--- src/rtl/cvsr_pkg.sv ---
// ----------------------------------------------------------------------------
// Cartesian vector shift ranks: shared package
// Field widths, register indexes and the configuration bundle used by
// every module of the neighbor rank pipeline.
// ----------------------------------------------------------------------------
package cvsr_pkg;

	// Fixed field widths.
	localparam int SIZE_BITS  = 8;
	localparam int RANK_BITS  = 32;
	localparam int NDIM_BITS  = 3;
	localparam int PMASK_BITS = 4;
	localparam int CFG_BITS   = 32;
	localparam int FIELD_DIMS = 4;

	// Remainder bits resolved per modulo pipeline stage.
	localparam int STEP_BITS = 8;

	// Result directions.
	localparam int NUM_DIRS = 2;
	localparam int DIR_DEST = 0;
	localparam int DIR_SRC  = 1;

	// Configuration register indexes.
	typedef enum logic [NDIM_BITS-1:0] {
		CFG_NUM_DIMS      = 3'd0,
		CFG_SIZE_0        = 3'd1,
		CFG_SIZE_1        = 3'd2,
		CFG_SIZE_2        = 3'd3,
		CFG_SIZE_3        = 3'd4,
		CFG_PERIODIC_MASK = 3'd5,
		CFG_OWN_COORDS    = 3'd6
	} cfg_idx_t;

	// Effective configuration: sizes and dimension count already clamped.
	typedef struct packed {
		logic [NDIM_BITS-1:0]                  num_dims;
		logic [FIELD_DIMS-1:0][SIZE_BITS-1:0]  size;
		logic [PMASK_BITS-1:0]                 periodic;
		logic [CFG_BITS-1:0]                   own_coords;
	} cfg_t;

endpackage

--- src/rtl/cvsr_rank.sv ---
// ----------------------------------------------------------------------------
// Row-major rank pipeline
// Horner evaluation of the rank, one dimension per stage:
// acc = acc * size + coord. Dimensions beyond the count in use leave the
// accumulator unchanged.
// ----------------------------------------------------------------------------
module cvsr_rank #(
	parameter int MAX_DIMS = 4
) (
	input  logic                            clk,
	input  logic                            arst_n,
	input  cvsr_pkg::cfg_t                  cfg,
	input  logic                            in_valid,
	input  logic                            in_ok [cvsr_pkg::NUM_DIRS],
	input  logic [cvsr_pkg::SIZE_BITS-1:0]  in_coord [cvsr_pkg::NUM_DIRS][MAX_DIMS],
	output logic                            out_valid,
	output logic                            out_ok [cvsr_pkg::NUM_DIRS],
	output logic [cvsr_pkg::RANK_BITS-1:0]  out_rank [cvsr_pkg::NUM_DIRS]
);

	localparam int SB = cvsr_pkg::SIZE_BITS;
	localparam int RB = cvsr_pkg::RANK_BITS;
	localparam int ND = cvsr_pkg::NUM_DIRS;

	logic [RB-1:0] acc_s   [0:MAX_DIMS-1][ND];
	logic [SB-1:0] coord_s [0:MAX_DIMS-1][ND][MAX_DIMS];
	logic          ok_s    [0:MAX_DIMS-1][ND];
	logic          valid_s [0:MAX_DIMS-1];

	// Valid bits.
	always_ff @(posedge clk or negedge arst_n) begin
		if (!arst_n) begin
			for (int k = 0; k < MAX_DIMS; k++) begin
				valid_s[k] <= 1'b0;
			end
		end else begin
			valid_s[0] <= in_valid;
			for (int k = 1; k < MAX_DIMS; k++) begin
				valid_s[k] <= valid_s[k-1];
			end
		end
	end

	// Accumulator stages. Dimension zero is always in use.
	always_ff @(posedge clk) begin
		for (int d = 0; d < ND; d++) begin
			acc_s[0][d]   <= RB'(in_coord[d][0]);
			coord_s[0][d] <= in_coord[d];
			ok_s[0][d]    <= in_ok[d];
			for (int k = 1; k < MAX_DIMS; k++) begin
				coord_s[k][d] <= coord_s[k-1][d];
				ok_s[k][d]    <= ok_s[k-1][d];
				if (cvsr_pkg::NDIM_BITS'(k) < cfg.num_dims) begin
					acc_s[k][d] <= acc_s[k-1][d] * RB'(cfg.size[k])
						+ RB'(coord_s[k-1][d][k]);
				end else begin
					acc_s[k][d] <= acc_s[k-1][d];
				end
			end
		end
	end

	assign out_valid = valid_s[MAX_DIMS-1];
	assign out_ok    = ok_s[MAX_DIMS-1];
	assign out_rank  = acc_s[MAX_DIMS-1];

endmodule

--- config.mk ---
export PLATFORM = sky130hd
export DESIGN_NAME = cvsr_rank
export DESIGN_NICKNAME = d
export VERILOG_FILES = /design/src/rtl/cvsr_pkg.sv /design/src/rtl/cvsr_rank.sv
export SDC_FILE = /design/constraint.sdc
export NUM_CORES = 2
export LEC_CHECK = 0
export ABC_CLOCK_PERIOD_IN_PS = 8720
export BUFFER_PORTS_ARGS = -buffer_cell sky130_fd_sc_hd__clkbuf_2
export CORE_MARGIN = 2
export CORE_UTILIZATION = 40
export CTS_BUF_LIST = sky130_fd_sc_hd__clkbuf_16
export DETAILED_ROUTE_END_ITERATION = 10
export MAX_ROUTING_LAYER = met4
export PLACE_DENSITY = 0.56
export SLEW_MARGIN = 20
export SYNTH_ARGS = -nofsm -noshare
export SYNTH_HDL_FRONTEND = slang
export SYNTH_SLANG_ARGS = --single-unit
export TNS_END_PERCENT = 20
--- constraint.sdc ---
create_clock -name clk -period 8.72 [get_ports clk]
set_input_delay 1.308 -clock clk [delete_from_list [all_inputs] [get_ports clk]]
set_output_delay 1.308 -clock clk [all_outputs]
set_load 0.02 [all_outputs]
==> out/metrics.yaml <==
status: "finished clean"
synthTopCellsByCount: "inv_1 (916), fa_1 (614), and2_1 (536), nand2_1 (442), ha_1 (326)"
die_h_um: 307
setup_tns_ns: 0
area_growth_pct: 7.24
fmax_mhz: 154
drv_cap: 0
skew_ns: 0.0321
async_flop_share: 0.0143
clockRootBuffer: "clkbuf_16"
grt_antenna_before_repair: 2
arrival_ns: 6.99
critPathMaxFanout: 38
preCtsSetupSlack_ns: 1.62
start_util: 0.405
insertion_delay_ns: 0.61
routed_via_density: 4.83
nets: 5188
postCtsSetupRepairBufs: 0
cts_max_level: 2
maxSlewHeadroom: 0.273
die_w_um: 307
hp-start: "coord_s[0][13]"
grt_use_total: 0.200
synth_edf_count: 0
worstSetupPathType: "primary input to flop"
cts_tree: "done"
period_needed_ns: 6.51
drt_pre_antenna_iters: 5
finalHoldWorstSlack_ns: 0.321
hold_viol: 0
ys_types: 66
ctsHoldBuffers: 0
synth_top_area_cell: "fa_1"
dp_hpwl_um: 68700
worstMarginPinSlew_ns: 1.09
synthFlopType: "dfxtp_1"
syn_inst: 4100
die_area_um2: 94000
synth.top_cell.area_share: 0.336
cp-start-kind: "primary input"
fin_ws_ns: 2.21
std_cell_rows: 110
rsz0062_at_grt: "false"
syn_area_um2: 36600
end_kind: "flop"
min_path_type: "flop to flop"
cts_resized: 0
coreArea_um2: 90400
cts_max_path_buffers: 3
cp.required_ns: 9.20
routedWlPerCell_um: 16.5
fin_crit_sh: 0.747
drt-initial-drc-count: 1052
route.detailed.drc: 0
path_cells: "clkbuf_2 -> and2_1 -> fa_1 -> fa_1 -> fa_1 -> inv_1 -> fa_1 -> inv_1 -> ha_1 -> a21oi_1 -> nor2_1 -> o41ai_1 -> a21oi_1 -> o31ai_1 -> nand2_1 -> xor2_1 -> mux2_2"
ant_nets: 0
yosys-top-cells-area: "fa_1 (34%), dfxtp_1 (15%), ha_1 (11%)"
synth_most_common_cell: "inv_1"
grt_remaining_overflow: 0
vias: 25700
worstReg2RegStart: "acc_s[0][135]"
crit_top_cell: "fa_1"
critPathSlowestCell: "clkbuf_2"
synth_nets: 5180
grt_pass1_vias: 27800
layout-drive-gt1-share: 0.0740
cts_made_buffers: 39
finalSetupViolations: 0
ys_ff_latch: 280
routed_wl_um: 87500
max_stage_delay_ns: 0.74
ys_warn_count: 0
grt_pass1_wl_um: 145000
report.final.slew_viol_count: 0
clock_sinks: 280
cp-startpoint: "cfg[63]"
path_clk_slew_ns: 0.06
place.gp.congestion: 0.875
io_buffers: 162
postSynthAreaPerCell_um2: 8.93
grt_max_degree: 65
seq_area_frac_synth: 0.154
pin_count: 207
[registers in the layout, indices dropped and copies added, names as in the netlist]
signal,flops
coord_s,112
acc_s,156
ok_s,8
out_valid,1
valid_s,3
[routing by layer]
| metal | wire, um | GRT usage | vias up |
|---|---|---|---|
| met2 | 42800 | 0.346 | 404 |
| met5 | 0 | - | - |
| met3 | 2920 | 0.0214 | 140 |
| met1 | 39200 | 0.247 | 12900 |
| li1 | - | - | 12200 |
| met4 | 2510 | 0.0609 | 0 |
[through the flow]
stage          utilization  instance area (um2)  cells
6_report             0.434                39300   5315
5_1_grt              0.434                39300   5314
4_1_cts              0.434                39300   5313
3_5_place_dp         0.420                38000   5243
3_3_place_gp         0.420                38000   5243
2_1_floorplan            -                36600   4100
[logic make-up after synthesis]
kind of cell / after synthesis / synth area share
and+or+nand+nor: 1222 / 0.169
AOI/OAI and AO/OA: 364 / 0.0648
muxes: 46 / 0.0141
xor gates and xnor gates: 118 / 0.0282
DFF: 280 / 0.154
buffers and inverters: 1130 / 0.123
adders and majority gates: 940 / 0.447
[worst max-delay path: cells and delay by family]
family | cells | cell delay [ns]
AOI/OAI and AO/OA | 4 | 1.66
buffers and inverters | 3 | 0.83
adders and majority gates | 5 | 2.24
and+or+nand+nor | 3 | 0.46
xor gates and xnor gates | 1 | 0.17
muxes | 1 | 0.28
[worst paths after layout]
path                                   to  slack [ns]  depth (start not counted)
min                        coord_s[0][77]        0.32                          0
min in group asynchronous      valid_s[3]        0.50                          1
max reg2reg                 acc_s[0][215]        3.22                         16
max                         acc_s[0][215]        2.21                         17
max in group asynchronous      valid_s[2]        8.10                          1
min reg2reg                coord_s[0][77]        0.32                          0
[placed cells by master (no fill, tap or decap), drive strengths merged, types with 52 or more instances in the layout]
cell and count:
clkbuf 200, nand2 442, and2 536, nor2 121, fa 614, inv 924, dfxtp 276, a21o 52
xnor2 73, a21oi 122, ha 326, o21ai 64
[area by class of cell]
cell class,count,area [um2]
fill,9112,51200
multi-input combinational,2690,26500
antenna,2,5.00
timing repair buffer,181,953
inverter,916,3440
clock buffer,39,976
sequential,280,5630
clock inverter,31,290
tap,1176,1470
Power is not shown: default switching activity piles up to over one toggle a cycle in this logic, so the estimate is an artifact.
