`src/rtl/cvsr_pkg.sv`:
```
// ----------------------------------------------------------------------------
// Cartesian vector shift ranks: shared package
// Field widths, register indexes and the configuration bundle used by
// every module of the neighbor rank pipeline.
// ----------------------------------------------------------------------------
package cvsr_pkg;

	// Fixed field widths.
	localparam int SIZE_BITS  = 8;
	localparam int RANK_BITS  = 32;
	localparam int NDIM_BITS  = 3;
	localparam int PMASK_BITS = 4;
	localparam int CFG_BITS   = 32;
	localparam int FIELD_DIMS = 4;

	// Remainder bits resolved per modulo pipeline stage.
	localparam int STEP_BITS = 8;

	// Result directions.
	localparam int NUM_DIRS = 2;
	localparam int DIR_DEST = 0;
	localparam int DIR_SRC  = 1;

	// Configuration register indexes.
	typedef enum logic [NDIM_BITS-1:0] {
		CFG_NUM_DIMS      = 3'd0,
		CFG_SIZE_0        = 3'd1,
		CFG_SIZE_1        = 3'd2,
		CFG_SIZE_2        = 3'd3,
		CFG_SIZE_3        = 3'd4,
		CFG_PERIODIC_MASK = 3'd5,
		CFG_OWN_COORDS    = 3'd6
	} cfg_idx_t;

	// Effective configuration: sizes and dimension count already clamped.
	typedef struct packed {
		logic [NDIM_BITS-1:0]                  num_dims;
		logic [FIELD_DIMS-1:0][SIZE_BITS-1:0]  size;
		logic [PMASK_BITS-1:0]                 periodic;
		logic [CFG_BITS-1:0]                   own_coords;
	} cfg_t;

endpackage

```
`src/rtl/cvsr_cfg.sv`:
```
// ----------------------------------------------------------------------------
// Configuration registers
// Holds the grid description. Sizes of zero are stored as one and the
// dimension count is clamped to 1..MAX_DIMS when written.
// ----------------------------------------------------------------------------
module cvsr_cfg #(
	parameter int MAX_DIMS = 4
) (
	input  logic                              clk,
	input  logic                              arst_n,
	input  logic                              we,
	input  logic [cvsr_pkg::NDIM_BITS-1:0]    index,
	input  logic [cvsr_pkg::CFG_BITS-1:0]     wdata,
	output cvsr_pkg::cfg_t                    cfg
);

	cvsr_pkg::cfg_t                   cfg_q;
	logic [cvsr_pkg::NDIM_BITS-1:0]   nd_wr;
	logic [cvsr_pkg::SIZE_BITS-1:0]   size_wr;

	// Clamp the written values to their effective range.
	always_comb begin
		nd_wr = wdata[cvsr_pkg::NDIM_BITS-1:0];
		if (nd_wr == '0) begin
			nd_wr = cvsr_pkg::NDIM_BITS'(1);
		end else if (nd_wr > cvsr_pkg::NDIM_BITS'(MAX_DIMS)) begin
			nd_wr = cvsr_pkg::NDIM_BITS'(MAX_DIMS);
		end
		size_wr = wdata[cvsr_pkg::SIZE_BITS-1:0];
		if (size_wr == '0) begin
			size_wr = cvsr_pkg::SIZE_BITS'(1);
		end
	end

	// Register file write.
	always_ff @(posedge clk or negedge arst_n) begin
		if (!arst_n) begin
			cfg_q.num_dims   <= cvsr_pkg::NDIM_BITS'(1);
			cfg_q.size       <= {cvsr_pkg::FIELD_DIMS{cvsr_pkg::SIZE_BITS'(1)}};
			cfg_q.periodic   <= '0;
			cfg_q.own_coords <= '0;
		end else if (we) begin
			case (cvsr_pkg::cfg_idx_t'(index))
				cvsr_pkg::CFG_NUM_DIMS:      cfg_q.num_dims <= nd_wr;
				cvsr_pkg::CFG_SIZE_0:        cfg_q.size[0] <= size_wr;
				cvsr_pkg::CFG_SIZE_1:        cfg_q.size[1] <= size_wr;
				cvsr_pkg::CFG_SIZE_2:        cfg_q.size[2] <= size_wr;
				cvsr_pkg::CFG_SIZE_3:        cfg_q.size[3] <= size_wr;
				cvsr_pkg::CFG_PERIODIC_MASK: cfg_q.periodic <=
					wdata[cvsr_pkg::PMASK_BITS-1:0];
				cvsr_pkg::CFG_OWN_COORDS:    cfg_q.own_coords <= wdata;
				default: ;
			endcase
		end
	end

	assign cfg = cfg_q;

endmodule

```
`config.mk`:
```
export PLATFORM = sky130hd
export DESIGN_NAME = cvsr_cfg
export DESIGN_NICKNAME = d
export VERILOG_FILES = /design/src/rtl/cvsr_pkg.sv /design/src/rtl/cvsr_cfg.sv
export SDC_FILE = /design/constraint.sdc
export NUM_CORES = 1
export LEC_CHECK = 0
export ABC_AREA = 1
export BUFFER_PORTS_ARGS = -buffer_cell sky130_fd_sc_hd__buf_4
export CAP_MARGIN = 20
export CORE_ASPECT_RATIO = 0.8
export CORE_MARGIN = 2
export CORE_UTILIZATION = 41
export CTS_CLUSTER_DIAMETER = 50
export DETAILED_ROUTE_END_ITERATION = 10
export PLACE_DENSITY = 0.69
export SLEW_MARGIN = 20
export SYNTH_ARGS = -nofsm -noshare
export SYNTH_HDL_FRONTEND = slang
export SYNTH_SLANG_ARGS = --single-unit
```
`constraint.sdc`:
```
create_clock -name clk -period 0.8 [get_ports clk]
set_clock_uncertainty 0.05 [all_clocks]
set_input_delay 0.08 -clock clk [delete_from_list [all_inputs] [get_ports clk]]
set_output_delay 0.08 -clock clk [all_outputs]
set_load 0.005 [all_outputs]
```
==> impl_metrics.env <==
export IMPL_setup_slack_ps=-339
export IMPL_die_w_um=97.1
export IMPL_period_share_pct=142
export IMPL_cp_slowest_cell="dfstp_2"
export IMPL_worstPathMaxFanout=2
export IMPL_cts_tree="done"
export IMPL_synth_seq_area_share_pct=62.8
export IMPL_violations="hold timing, setup timing"
export IMPL_chipHeight_um=78.4
export IMPL_grt_pass1_vias=2720
export IMPL_grt_max_degree=25
export IMPL_p_leak_nw=2.64
export IMPL_drive_gt1_share_pct=51.4
export IMPL_dpl_cell_area_um2=3940
export IMPL_area_delta_synth_final_pct=80.4
export IMPL_hold_slack_ps=-3.61
export IMPL_port_buffers=108
export IMPL_clk_pin_slew_worst_paths_ps=70
export IMPL_root_buffer="clkbuf_8"
export IMPL_slew_headroom_pct=79.5
export IMPL_maxSlewViolCount=0
export IMPL_rows=27
export IMPL_clockBufferDepth=2
export IMPL_insertion_delay_ps=350
export IMPL_wirelength_um=8550
export IMPL_multi_input_area_um2=1000
export IMPL_final_util_pct=75.4
export IMPL_register_area_um2=1780
export IMPL_timing_critical_path_buf_inv=1
export IMPL_endpoint_kind="primary output"
export IMPL_n_antenna_cell=0
export IMPL_fmax_mhz=878
export IMPL_syn_nets=329
export IMPL_cp_start_kind="flop"
export IMPL_antenna_found_initial=0
export IMPL_dpl_worst_slack_ps=-227
export IMPL_setup_violations=86
export IMPL_ir_worst_vdd_uv=1110
export IMPL_largest_reg_flops=71
export IMPL_syn_inst=291
export IMPL_max_stage_delay_ps=560
export IMPL_via_count=2743
export IMPL_status="finished, violations left"
export IMPL_placed_cells=498
export IMPL_period_needed_ps=1140
export IMPL_gr_usage_all_layers_pct=22.9
export IMPL_crit_family="flip-flops"
export IMPL_final_area_um2=5120
export IMPL_dp_hpwl_um=5250
export IMPL_core_area_um2=6790
export IMPL_dr_pass1_iters=4
export IMPL_ys_ff_latch=71
export IMPL_cts_sinks=71
export IMPL_synth_cell_types=20
export IMPL_rsz0062_at_grt="true"
export IMPL_fillers=476
export IMPL_ant_nets=0
export IMPL_powerDensity_nw_per_um2=2280
export IMPL_synth_warning_count=0
export IMPL_drv_cap=0
export IMPL_ios=109
export IMPL_drtIter0Drc=64
export IMPL_grt_pass1_wl_um=13500
export IMPL_worstPathArrival_ps=1010
export IMPL_fin_nets=522
export IMPL_hold_class="input port to flop"
export IMPL_synth_avg_cell_area_um2=9.76
export IMPL_fin_cells=575
export IMPL_cts_buffers=9
export IMPL_crit_path_cell_trace="buf_6"
export IMPL_gp_congestion=0.768
export IMPL_hold_viol=1
export IMPL_total_power_mw=11.7
export IMPL_worstMarginPinSlew_ps=307
export IMPL_critical_path_class="flop to primary output"
export IMPL_initial_core_util_pct=41.8
export IMPL_drt_vias_per_instance=4.77
export IMPL_wl_per_cell_um=14.9
export IMPL_syn_area_um2=2840
export IMPL_cp_required_ps=670
export IMPL_drc_errors=0
export IMPL_grt_overflow=0
export IMPL_die_area_um2=7610
export IMPL_h_tree_depth=3
==> cell usage after synthesis <==
master    count  area [µm²]
dfrtp_1      66        1650
buf_4         3        22.5
dfstp_2       5         131
inv_1        14        52.6
nand2_2       1        6.26
o21ai_0       6        30.0
clkbuf_1      2        7.51
nand2_4       2        22.5
nor2_4        1        11.3
nand3_1      24         120
nand2_1     108         405
buf_2         2        10.0
o21ai_2      15         131
nand3_2       1        10.0
o21a_1        1        7.51
buf_6         5        56.3
nor2_1        6        22.5
o21ai_1      22         110
inv_2         5        18.8
nor2_2        2        12.5
==> layout make-up <==
cell class	count	share of cell area [%]
Clock buffer	10	2.69
Tap cell	87	2.13
Inverter	19	1.54
Sequential cell	71	34.8
Timing Repair Buffer	194	37.6
Clock inverter	5	1.61
Multi-Input combinational cell	189	19.6
==> per-stage QoR <==
stage               hold slack (ps)  TNS [ps]
floorplan                      -266      -919
global placement              -99.6    -11650
detailed placement            -92.2    -12480
CTS                            30.0    -16300
global route                   15.2    -18620
finish                        -3.61    -15710
==> cell families after synthesis <==
kind of cell	count (synthesis)	share of synthesized area [%]
simple gates	145	21.5
buf+inv	31	5.90
flops	71	62.8
compound gates	44	9.82
==> power by group <==
part	internal, mW	leakage, nW	total [mW]	switching [mW]
clock	1.82	0.101	3.19	1.37
combinational	2.39	1.66	3.61	1.22
sequential	4.30	0.882	4.89	0.588
total	8.51	2.64	11.7	3.18
==> metal layers <==
metal	GRT usage (%)	part of all wire, %
met1	29.2	42
met2	38.1	51
met3	7.66	6.8
met4	5.92	0.96
met5	0	0
==> cells in the final DEF, fill, tap and decap left out, drive strengths merged <==
master,count
buf,168
bufinv,2
clkbuf,10
clkinvlp,3
dfrtp,66
dfstp,5
dlygate4sd3,26
inv,19
nand2,111
nand3,25
nor2,9
o21a,1
o21ai,43
==> worst paths after layout <==
path                            startpoint       to  slack (ps)  cells after the start
max in group asynchronous           arst_n  cfg[68]         150                      3
worst min-delay path              wdata[0]  cfg[32]          -4                      3
worst min register to register     cfg[68]  cfg[68]         430                      2
worst max register to register      cfg[2]   cfg[2]        -110                      4
min in group asynchronous           arst_n  cfg[50]         100                      2
worst max-delay path               cfg[60]  cfg[60]        -340                      1
==> repair_timing <==
item | CTS | global route
endpoints found under the setup margin | 71 | 103
hold buffers | 26 | 1
buffers inserted | 27 | 17
pin swaps | 0 | 10
gates cloned | 0 | 0
endpoints found under the hold margin | 97 | 1
gates resized for setup | 73 | 50
No activity file was read; power rests on OpenSTA's default activity.
