## config.mk

```make
export PLATFORM = sky130hd
export DESIGN_NAME = cvsr_wrap
export DESIGN_NICKNAME = d
export VERILOG_FILES = /design/src/rtl/cvsr_pkg.sv /design/src/rtl/cvsr_wrap.sv
export SDC_FILE = /design/constraint.sdc
export NUM_CORES = 2
export LEC_CHECK = 0
export BUFFER_PORTS_ARGS = -buffer_cell sky130_fd_sc_hd__buf_4
export CAP_MARGIN = 20
export CORE_MARGIN = 1.5
export CORE_UTILIZATION = 55
export DETAILED_ROUTE_END_ITERATION = 16
export MAX_ROUTING_LAYER = met4
export PLACE_DENSITY = 0.71
export SLEW_MARGIN = 0
export SYNTH_ARGS = -nofsm -noshare
export SYNTH_HDL_FRONTEND = slang
export SYNTH_SLANG_ARGS = --single-unit
```

## constraint.sdc

```tcl
create_clock -name clk -period 28.1 [get_ports clk]
set_input_delay 5.62 -clock clk [delete_from_list [all_inputs] [get_ports clk]]
set_output_delay 5.62 -clock clk [all_outputs]
set_load 0.005 [all_outputs]
```

## src/rtl/cvsr_pkg.sv

```systemverilog
// ----------------------------------------------------------------------------
// Cartesian vector shift ranks: shared package
// Field widths, register indexes and the configuration bundle used by
// every module of the neighbor rank pipeline.
// ----------------------------------------------------------------------------
package cvsr_pkg;

	// Fixed field widths.
	localparam int SIZE_BITS  = 8;
	localparam int RANK_BITS  = 32;
	localparam int NDIM_BITS  = 3;
	localparam int PMASK_BITS = 4;
	localparam int CFG_BITS   = 32;
	localparam int FIELD_DIMS = 4;

	// Remainder bits resolved per modulo pipeline stage.
	localparam int STEP_BITS = 8;

	// Result directions.
	localparam int NUM_DIRS = 2;
	localparam int DIR_DEST = 0;
	localparam int DIR_SRC  = 1;

	// Configuration register indexes.
	typedef enum logic [NDIM_BITS-1:0] {
		CFG_NUM_DIMS      = 3'd0,
		CFG_SIZE_0        = 3'd1,
		CFG_SIZE_1        = 3'd2,
		CFG_SIZE_2        = 3'd3,
		CFG_SIZE_3        = 3'd4,
		CFG_PERIODIC_MASK = 3'd5,
		CFG_OWN_COORDS    = 3'd6
	} cfg_idx_t;

	// Effective configuration: sizes and dimension count already clamped.
	typedef struct packed {
		logic [NDIM_BITS-1:0]                  num_dims;
		logic [FIELD_DIMS-1:0][SIZE_BITS-1:0]  size;
		logic [PMASK_BITS-1:0]                 periodic;
		logic [CFG_BITS-1:0]                   own_coords;
	} cfg_t;

endpackage

```

## src/rtl/cvsr_wrap.sv

```systemverilog
// ----------------------------------------------------------------------------
// Coordinate offset and wrap pipeline
// Forms own+shift and own-shift per dimension, checks the grid bounds and
// reduces periodic coordinates modulo the size with a pipelined remainder
// unit that resolves eight bits of the magnitude per stage.
// ----------------------------------------------------------------------------
module cvsr_wrap #(
	parameter int MAX_DIMS   = 4,
	parameter int COORD_BITS = 8,
	parameter int SHIFT_BITS = 16
) (
	input  logic                            clk,
	input  logic                            arst_n,
	input  cvsr_pkg::cfg_t                  cfg,
	input  logic                            in_valid,
	input  logic [SHIFT_BITS-1:0]           shift [MAX_DIMS],
	output logic                            out_valid,
	output logic                            out_ok [cvsr_pkg::NUM_DIRS],
	output logic [cvsr_pkg::SIZE_BITS-1:0]  out_coord [cvsr_pkg::NUM_DIRS][MAX_DIMS]
);

	localparam int SB         = cvsr_pkg::SIZE_BITS;
	localparam int ND         = cvsr_pkg::NUM_DIRS;
	localparam int SUM_BITS   = ((SHIFT_BITS > COORD_BITS) ? SHIFT_BITS : COORD_BITS + 1) + 1;
	localparam int MOD_STAGES = (SUM_BITS + cvsr_pkg::STEP_BITS - 1) / cvsr_pkg::STEP_BITS;
	localparam int PAD_BITS   = MOD_STAGES * cvsr_pkg::STEP_BITS;
	localparam int OWN_BITS   = (MAX_DIMS * COORD_BITS > cvsr_pkg::CFG_BITS) ?
		MAX_DIMS * COORD_BITS : cvsr_pkg::CFG_BITS;

	// One restoring remainder step: bring in one bit, subtract the size if it fits.
	function automatic logic [SB-1:0] rem_step(input logic [SB-1:0] r, input logic b,
			input logic [SB-1:0] n);
		logic [SB:0] t;
		t = {r, b};
		if (t >= {1'b0, n}) begin
			rem_step = SB'(t - {1'b0, n});
		end else begin
			rem_step = t[SB-1:0];
		end
	endfunction

	logic [OWN_BITS-1:0]  own_all;
	logic [PAD_BITS-1:0]  mag_d [ND][MAX_DIMS];
	logic                 neg_d [ND][MAX_DIMS];
	logic                 ok_d  [ND];
	logic [SB-1:0]        rem_d [0:MOD_STAGES-1][ND][MAX_DIMS];

	logic [PAD_BITS-1:0]  mag_s   [0:MOD_STAGES-1][ND][MAX_DIMS];
	logic                 neg_s   [0:MOD_STAGES-1][ND][MAX_DIMS];
	logic [SB-1:0]        rem_s   [0:MOD_STAGES][ND][MAX_DIMS];
	logic                 ok_s    [0:MOD_STAGES][ND];
	logic                 valid_s [0:MOD_STAGES];

	assign own_all = OWN_BITS'(cfg.own_coords);

	// First stage: signed offset, magnitude and bounds check per dimension.
	always_comb begin
		logic [SUM_BITS-1:0] own_x;
		logic [SUM_BITS-1:0] sh_x;
		logic [SUM_BITS-1:0] p;
		logic [SUM_BITS-1:0] q;
		logic                in_range;
		for (int d = 0; d < ND; d++) begin
			ok_d[d] = 1'b1;
			for (int k = 0; k < MAX_DIMS; k++) begin
				own_x = SUM_BITS'(own_all[k*COORD_BITS +: COORD_BITS]);
				sh_x  = {{(SUM_BITS-SHIFT_BITS){shift[k][SHIFT_BITS-1]}}, shift[k]};
				if (d == cvsr_pkg::DIR_DEST) begin
					p = own_x + sh_x;
					q = '0 - own_x - sh_x;
				end else begin
					p = own_x - sh_x;
					q = sh_x - own_x;
				end
				neg_d[d][k] = p[SUM_BITS-1];
				mag_d[d][k] = p[SUM_BITS-1] ? PAD_BITS'(q) : PAD_BITS'(p);
				in_range = !p[SUM_BITS-1] && (mag_d[d][k] < PAD_BITS'(cfg.size[k]));
				if ((cvsr_pkg::NDIM_BITS'(k) < cfg.num_dims) && !cfg.periodic[k]
						&& !in_range) begin
					ok_d[d] = 1'b0;
				end
			end
		end
	end

	// Remainder stages: eight magnitude bits per stage, most significant first.
	always_comb begin
		logic [SB-1:0] r;
		for (int j = 0; j < MOD_STAGES; j++) begin
			for (int d = 0; d < ND; d++) begin
				for (int k = 0; k < MAX_DIMS; k++) begin
					r = rem_s[j][d][k];
					for (int i = 0; i < cvsr_pkg::STEP_BITS; i++) begin
						r = rem_step(r,
							mag_s[j][d][k][PAD_BITS-1-cvsr_pkg::STEP_BITS*j-i],
							cfg.size[k]);
					end
					// Last stage: fold in the sign, or pass the plain coordinate.
					if (j == MOD_STAGES - 1) begin
						if (!cfg.periodic[k]) begin
							r = mag_s[j][d][k][SB-1:0];
						end else if (neg_s[j][d][k] && (r != '0)) begin
							r = cfg.size[k] - r;
						end
					end
					rem_d[j][d][k] = r;
				end
			end
		end
	end

	// Valid bits.
	always_ff @(posedge clk or negedge arst_n) begin
		if (!arst_n) begin
			for (int j = 0; j <= MOD_STAGES; j++) begin
				valid_s[j] <= 1'b0;
			end
		end else begin
			valid_s[0] <= in_valid;
			for (int j = 0; j < MOD_STAGES; j++) begin
				valid_s[j+1] <= valid_s[j];
			end
		end
	end

	// Data registers.
	always_ff @(posedge clk) begin
		for (int d = 0; d < ND; d++) begin
			ok_s[0][d] <= ok_d[d];
			for (int k = 0; k < MAX_DIMS; k++) begin
				mag_s[0][d][k] <= mag_d[d][k];
				neg_s[0][d][k] <= neg_d[d][k];
				rem_s[0][d][k] <= '0;
			end
			for (int j = 0; j < MOD_STAGES; j++) begin
				ok_s[j+1][d] <= ok_s[j][d];
				for (int k = 0; k < MAX_DIMS; k++) begin
					rem_s[j+1][d][k] <= rem_d[j][d][k];
					if (j < MOD_STAGES - 1) begin
						mag_s[j+1][d][k] <= mag_s[j][d][k];
						neg_s[j+1][d][k] <= neg_s[j][d][k];
					end
				end
			end
		end
	end

	assign out_valid = valid_s[MOD_STAGES];
	assign out_ok    = ok_s[MOD_STAGES];
	assign out_coord = rem_s[MOD_STAGES];

endmodule

```

==> report_table.html <==
<table>
<tr><th>Metric</th><th>Value</th></tr>
<tr><th colspan="2">Status</th></tr>
<tr><td>Result of the run</td><td>finished clean</td></tr>
<tr><th colspan="2">Setup path</th></tr>
<tr><td>CP Launch Type</td><td>input pin</td></tr>
<tr><td>Worst Setup Path Type</td><td>in -&gt; reg</td></tr>
<tr><td>Required @ worst endpoint</td><td>around 29000 ps</td></tr>
<tr><td>Number of cells on the worst reg-to-reg path</td><td>96</td></tr>
<tr><td>Arrival time of data at the critical path endpoint</td><td>27140 ps</td></tr>
<tr><td>Capturing element type of the critical path</td><td>flop</td></tr>
<tr><td>Delay of the slowest cell on the worst path</td><td>between 400 and 500 ps</td></tr>
<tr><td>Cell type of the slowest stage on the worst timing path</td><td>sky130_fd_sc_hd__o221ai_1</td></tr>
<tr><td>Max Fanout on Critical Path</td><td>18</td></tr>
<tr><td>Cell occurring most often along the worst timing path</td><td>sky130_fd_sc_hd__a21oi_1</td></tr>
<tr><th colspan="2">CTS</th></tr>
<tr><td>Clk_lat worst skew</td><td>approximately 700 ps</td></tr>
<tr><td>CTS Hold Bufs</td><td>0</td></tr>
<tr><td>Number of clock buffers inserted by TritonCTS</td><td>69</td></tr>
<tr><td>Maximum number of buffers from clock root to sink</td><td>3</td></tr>
<tr><td>CTS H-Tree Depth</td><td>3</td></tr>
<tr><td>Clock transition at path regs</td><td>roughly 80 ps</td></tr>
<tr><td>CTS tree</td><td>done</td></tr>
<tr><td>Cell at the root of the clock tree</td><td>sky130_fd_sc_hd__clkbuf_16</td></tr>
<tr><td>Clock Sinks</td><td>between 500 and 600</td></tr>
<tr><th colspan="2">Die</th></tr>
<tr><td>Total number of placement rows</td><td>~150</td></tr>
<tr><td>Core Box Area</td><td>between 0.15 and 0.2 mm^2</td></tr>
<tr><td>Die W</td><td>402 um</td></tr>
<tr><td>Die area</td><td>about 0.16 mm^2</td></tr>
<tr><td>Effective utilization at floorplan</td><td>0.554</td></tr>
<tr><td>Die Y</td><td>between 400 and 500 um</td></tr>
<tr><td>Top-level port count</td><td>around 200</td></tr>
<tr><th colspan="2">Synthesis</th></tr>
<tr><td>Ranking of synthesized cells by area</td><td>sky130_fd_sc_hd__ha_1 (21%), sky130_fd_sc_hd__dfxtp_1 (12%), sky130_fd_sc_hd__xnor2_1 (6.6%), sky130_fd_sc_hd__mux2_2 (6.5%), sky130_fd_sc_hd__a21oi_1 (5.1%)</td></tr>
<tr><td>Async S/R FF share, synth</td><td>0.00735</td></tr>
<tr><td>Flops &amp; latches, synth</td><td>~540</td></tr>
<tr><td>Number of flops mapped to enable cells by yosys</td><td>0</td></tr>
<tr><td>Post-Syn Area</td><td>roughly 0.088 mm^2</td></tr>
<tr><td>Cell types with the highest counts after synthesis</td><td>sky130_fd_sc_hd__ha_1 (1484), sky130_fd_sc_hd__inv_1 (906), sky130_fd_sc_hd__a21oi_1 (888)</td></tr>
<tr><td>Warnings from Yosys</td><td>0</td></tr>
<tr><td>Synth Instances</td><td>around 11000</td></tr>
<tr><td>Most frequently used flop master after synthesis</td><td>sky130_fd_sc_hd__dfxtp_1</td></tr>
<tr><td>Post-synthesis cell type with the largest combined area</td><td>sky130_fd_sc_hd__ha_1</td></tr>
<tr><td>Most used standard cell by instance count after synthesis</td><td>sky130_fd_sc_hd__ha_1</td></tr>
<tr><td>Register area share after synthesis</td><td>0.125</td></tr>
<tr><td>Syn avg cell area</td><td>about 7.9 um^2</td></tr>
<tr><td>Net count after synthesis</td><td>between 10000 and 15000</td></tr>
<tr><td>Synth top area share</td><td>0.212</td></tr>
<tr><td>Synth cell types</td><td>142</td></tr>
<tr><th colspan="2">Job</th></tr>
<tr><td>Number of max-cap violations</td><td>0</td></tr>
<tr><th colspan="2">Timing</th></tr>
<tr><td>Max-Slew Margin vs Limit</td><td>0.211</td></tr>
<tr><td>Skew final</td><td>45.5 ps</td></tr>
<tr><td>Time the final worst path needs with I/O delays and setup</td><td>roughly 27000 ps</td></tr>
<tr><td>Max frequency</td><td>roughly 38 MHz</td></tr>
<tr><td>Tcrit/Tclk final</td><td>0.944</td></tr>
<tr><td>Sum of negative setup slack</td><td>0 ps</td></tr>
<tr><td>Count of final setup violators</td><td>0</td></tr>
<tr><td>Unrepaired setup endpoints after global routing</td><td>false</td></tr>
<tr><td>Max-slew violation count</td><td>0</td></tr>
<tr><td>Hold Violations, Final</td><td>0</td></tr>
<tr><td>Actual slew at the worst max-slew pin</td><td>1170 ps</td></tr>
<tr><th colspan="2">Finish</th></tr>
<tr><td>Proportion of layout cells with a drive suffix above 1</td><td>0.107</td></tr>
<tr><td>Final standard cell area without fillers</td><td>between 0.09 and 0.1 mm^2</td></tr>
<tr><td>Synthesis-to-finish area growth</td><td>7.76%</td></tr>
<tr><td>Final layout net count</td><td>~13000</td></tr>
<tr><th colspan="2">Global route</th></tr>
<tr><td>Global route total overflow</td><td>0</td></tr>
<tr><td>Pin count of the biggest net entering global routing</td><td>40</td></tr>
<tr><td>Number of global-route vias before repair</td><td>around 78000</td></tr>
<tr><td>Total Routing Usage GR</td><td>0.300</td></tr>
<tr><td>Wire length of the first global-routing pass</td><td>between 300000 and 400000 um</td></tr>
<tr><td>Number of antenna violations at the first check in global routing</td><td>11</td></tr>
<tr><th colspan="2">Drt</th></tr>
<tr><td>Residual DRC</td><td>0</td></tr>
<tr><td>Average wire length per cell after detail routing</td><td>approximately 18 um</td></tr>
<tr><td>First-pass iteration count of the detailed router</td><td>8</td></tr>
<tr><td>Vias/cell</td><td>between 5 and 6</td></tr>
<tr><td>Overall via count from detail_route</td><td>80000</td></tr>
<tr><td>Total wire length</td><td>approximately 240000 um</td></tr>
<tr><td>Detailed router's first-iteration violation count</td><td>approximately 5200</td></tr>
<tr><td>Antenna-violating nets left</td><td>0</td></tr>
<tr><th colspan="2">Placed design</th></tr>
<tr><td>DP HPWL</td><td>between 150000 and 200000 um</td></tr>
<tr><td>Final weighted congestion in routability-driven placement</td><td>approximately 0.96</td></tr>
<tr><td>Post-placement cell area</td><td>just over 0.09 mm^2</td></tr>
<tr><td>Count of input and output buffers</td><td>about 200</td></tr>
<tr><th colspan="2">Hold path</th></tr>
<tr><td>Instance count along the most critical hold path</td><td>0</td></tr>
<tr><td>Worst hold path class</td><td>reg -&gt; reg</td></tr>
</table>
## routing by layer
layer,global-route usage,up-vias,share of wire
met3,0.0254,404,0.045
met5,-,-,0
li1,-,40000,-
met2,0.504,1795,0.47
met4,0.0851,0,0.025
met1,0.383,37800,0.46
## through the flow
step / std cells / setup WS [ps] / utilization / hold slack [ps]
global placement: 13200 / 577 / 0.579 / 310
global route: 13400 / 0.0782 / 0.596 / 322
CTS: 13300 / 541 / 0.595 / 295
detailed placement: 13200 / -38.9 / 0.579 / 312
floorplan: 11100 / 799 / - / 310
finish: 13400 / 1570 / 0.596 / 299
## placed cells by master (no fill, tap or decap), types with 184 or more instances in the layout
master / n
sky130_fd_sc_hd__nand2_1: 737
sky130_fd_sc_hd__o21ai_0: 841
sky130_fd_sc_hd__dfxtp_1: 540
sky130_fd_sc_hd__ha_1: 1484
sky130_fd_sc_hd__nand2b_1: 194
sky130_fd_sc_hd__nor2b_1: 236
sky130_fd_sc_hd__a21o_1: 401
sky130_fd_sc_hd__mux2i_1: 232
sky130_fd_sc_hd__mux2_2: 509
sky130_fd_sc_hd__nor2_1: 862
sky130_fd_sc_hd__nand4_1: 184
sky130_fd_sc_hd__buf_4: 323
sky130_fd_sc_hd__xor2_1: 298
sky130_fd_sc_hd__inv_1: 878
sky130_fd_sc_hd__xnor2_1: 659
sky130_fd_sc_hd__a21oi_1: 883
## critical path: cells and delay by family
family	cells	cell delay (ps)
buffers and inverters	8	800
adder cells (fa/ha/maj)	10	2840
AND/OR/NAND/NOR	20	3540
multiplexers	4	1640
AO/OA/AOI/OAI	55	12510
XOR/XNOR	1	160
## path summary, 6_finish.rpt
kind	from	end	slack, ps
worst max-delay path	cfg[39]	rem_s[3][63]$_DFF_P_	1570
worst max register to register	rem_s[2][59]$_DFF_P_	rem_s[3][63]$_DFF_P_	6450
worst min register to register	mag_s[0][242]$_DFF_P_	mag_s[0][434]$_DFF_P_	300
min in group asynchronous	arst_n	valid_s[3]$_DFF_PN0_	4730
worst min-delay path	mag_s[0][242]$_DFF_P_	mag_s[0][434]$_DFF_P_	300
max in group asynchronous	arst_n	out_valid$_DFF_PN0_	23270
## sequential cells by signal (all words and copies together) (netlist names)
signal,flops
valid_s,3
neg_s,24
rem_s,192
ok_s,8
mag_s,316
out_valid,1
## final cells by class
| cell class | count | area (um^2) |
|---|---|---|
| Clock inverter | 43 | 617 |
| Tap cell | 2072 | 2590 |
| Fill cell | 14300 | 63800 |
| Inverter | 916 | 3450 |
| Clock buffer | 81 | 1860 |
| Timing Repair Buffer | 328 | 2490 |
| Antenna cell | 11 | 27.5 |
| Multi-Input combinational cell | 9369 | 72400 |
| Sequential cell | 544 | 10900 |
## cell families (layout without fill, tap and decap cells)
| family | after synthesis | after routing | synth area share |
|---|---|---|---|
| adders and majority gates | 1654 | 1654 | 0.249 |
| other | 0 | 11 | 0 |
| buffers and inverters | 1146 | 1368 | 0.0507 |
| and+or+nand+nor | 2890 | 2890 | 0.160 |
| DFF | 544 | 544 | 0.125 |
| muxes | 779 | 779 | 0.0983 |
| AOI/OAI and AO/OA | 3089 | 3089 | 0.222 |
| xor gates and xnor gates | 957 | 957 | 0.0957 |
## what timing repair did
action	CTS	global route
setup endpoints to repair	0	60
gates resized for setup	0	73
buffers inserted	0	6
Power is left out: the tool's default activity adds up to more than one toggle a clock period on the data nets, which glitch-free logic cannot reach.
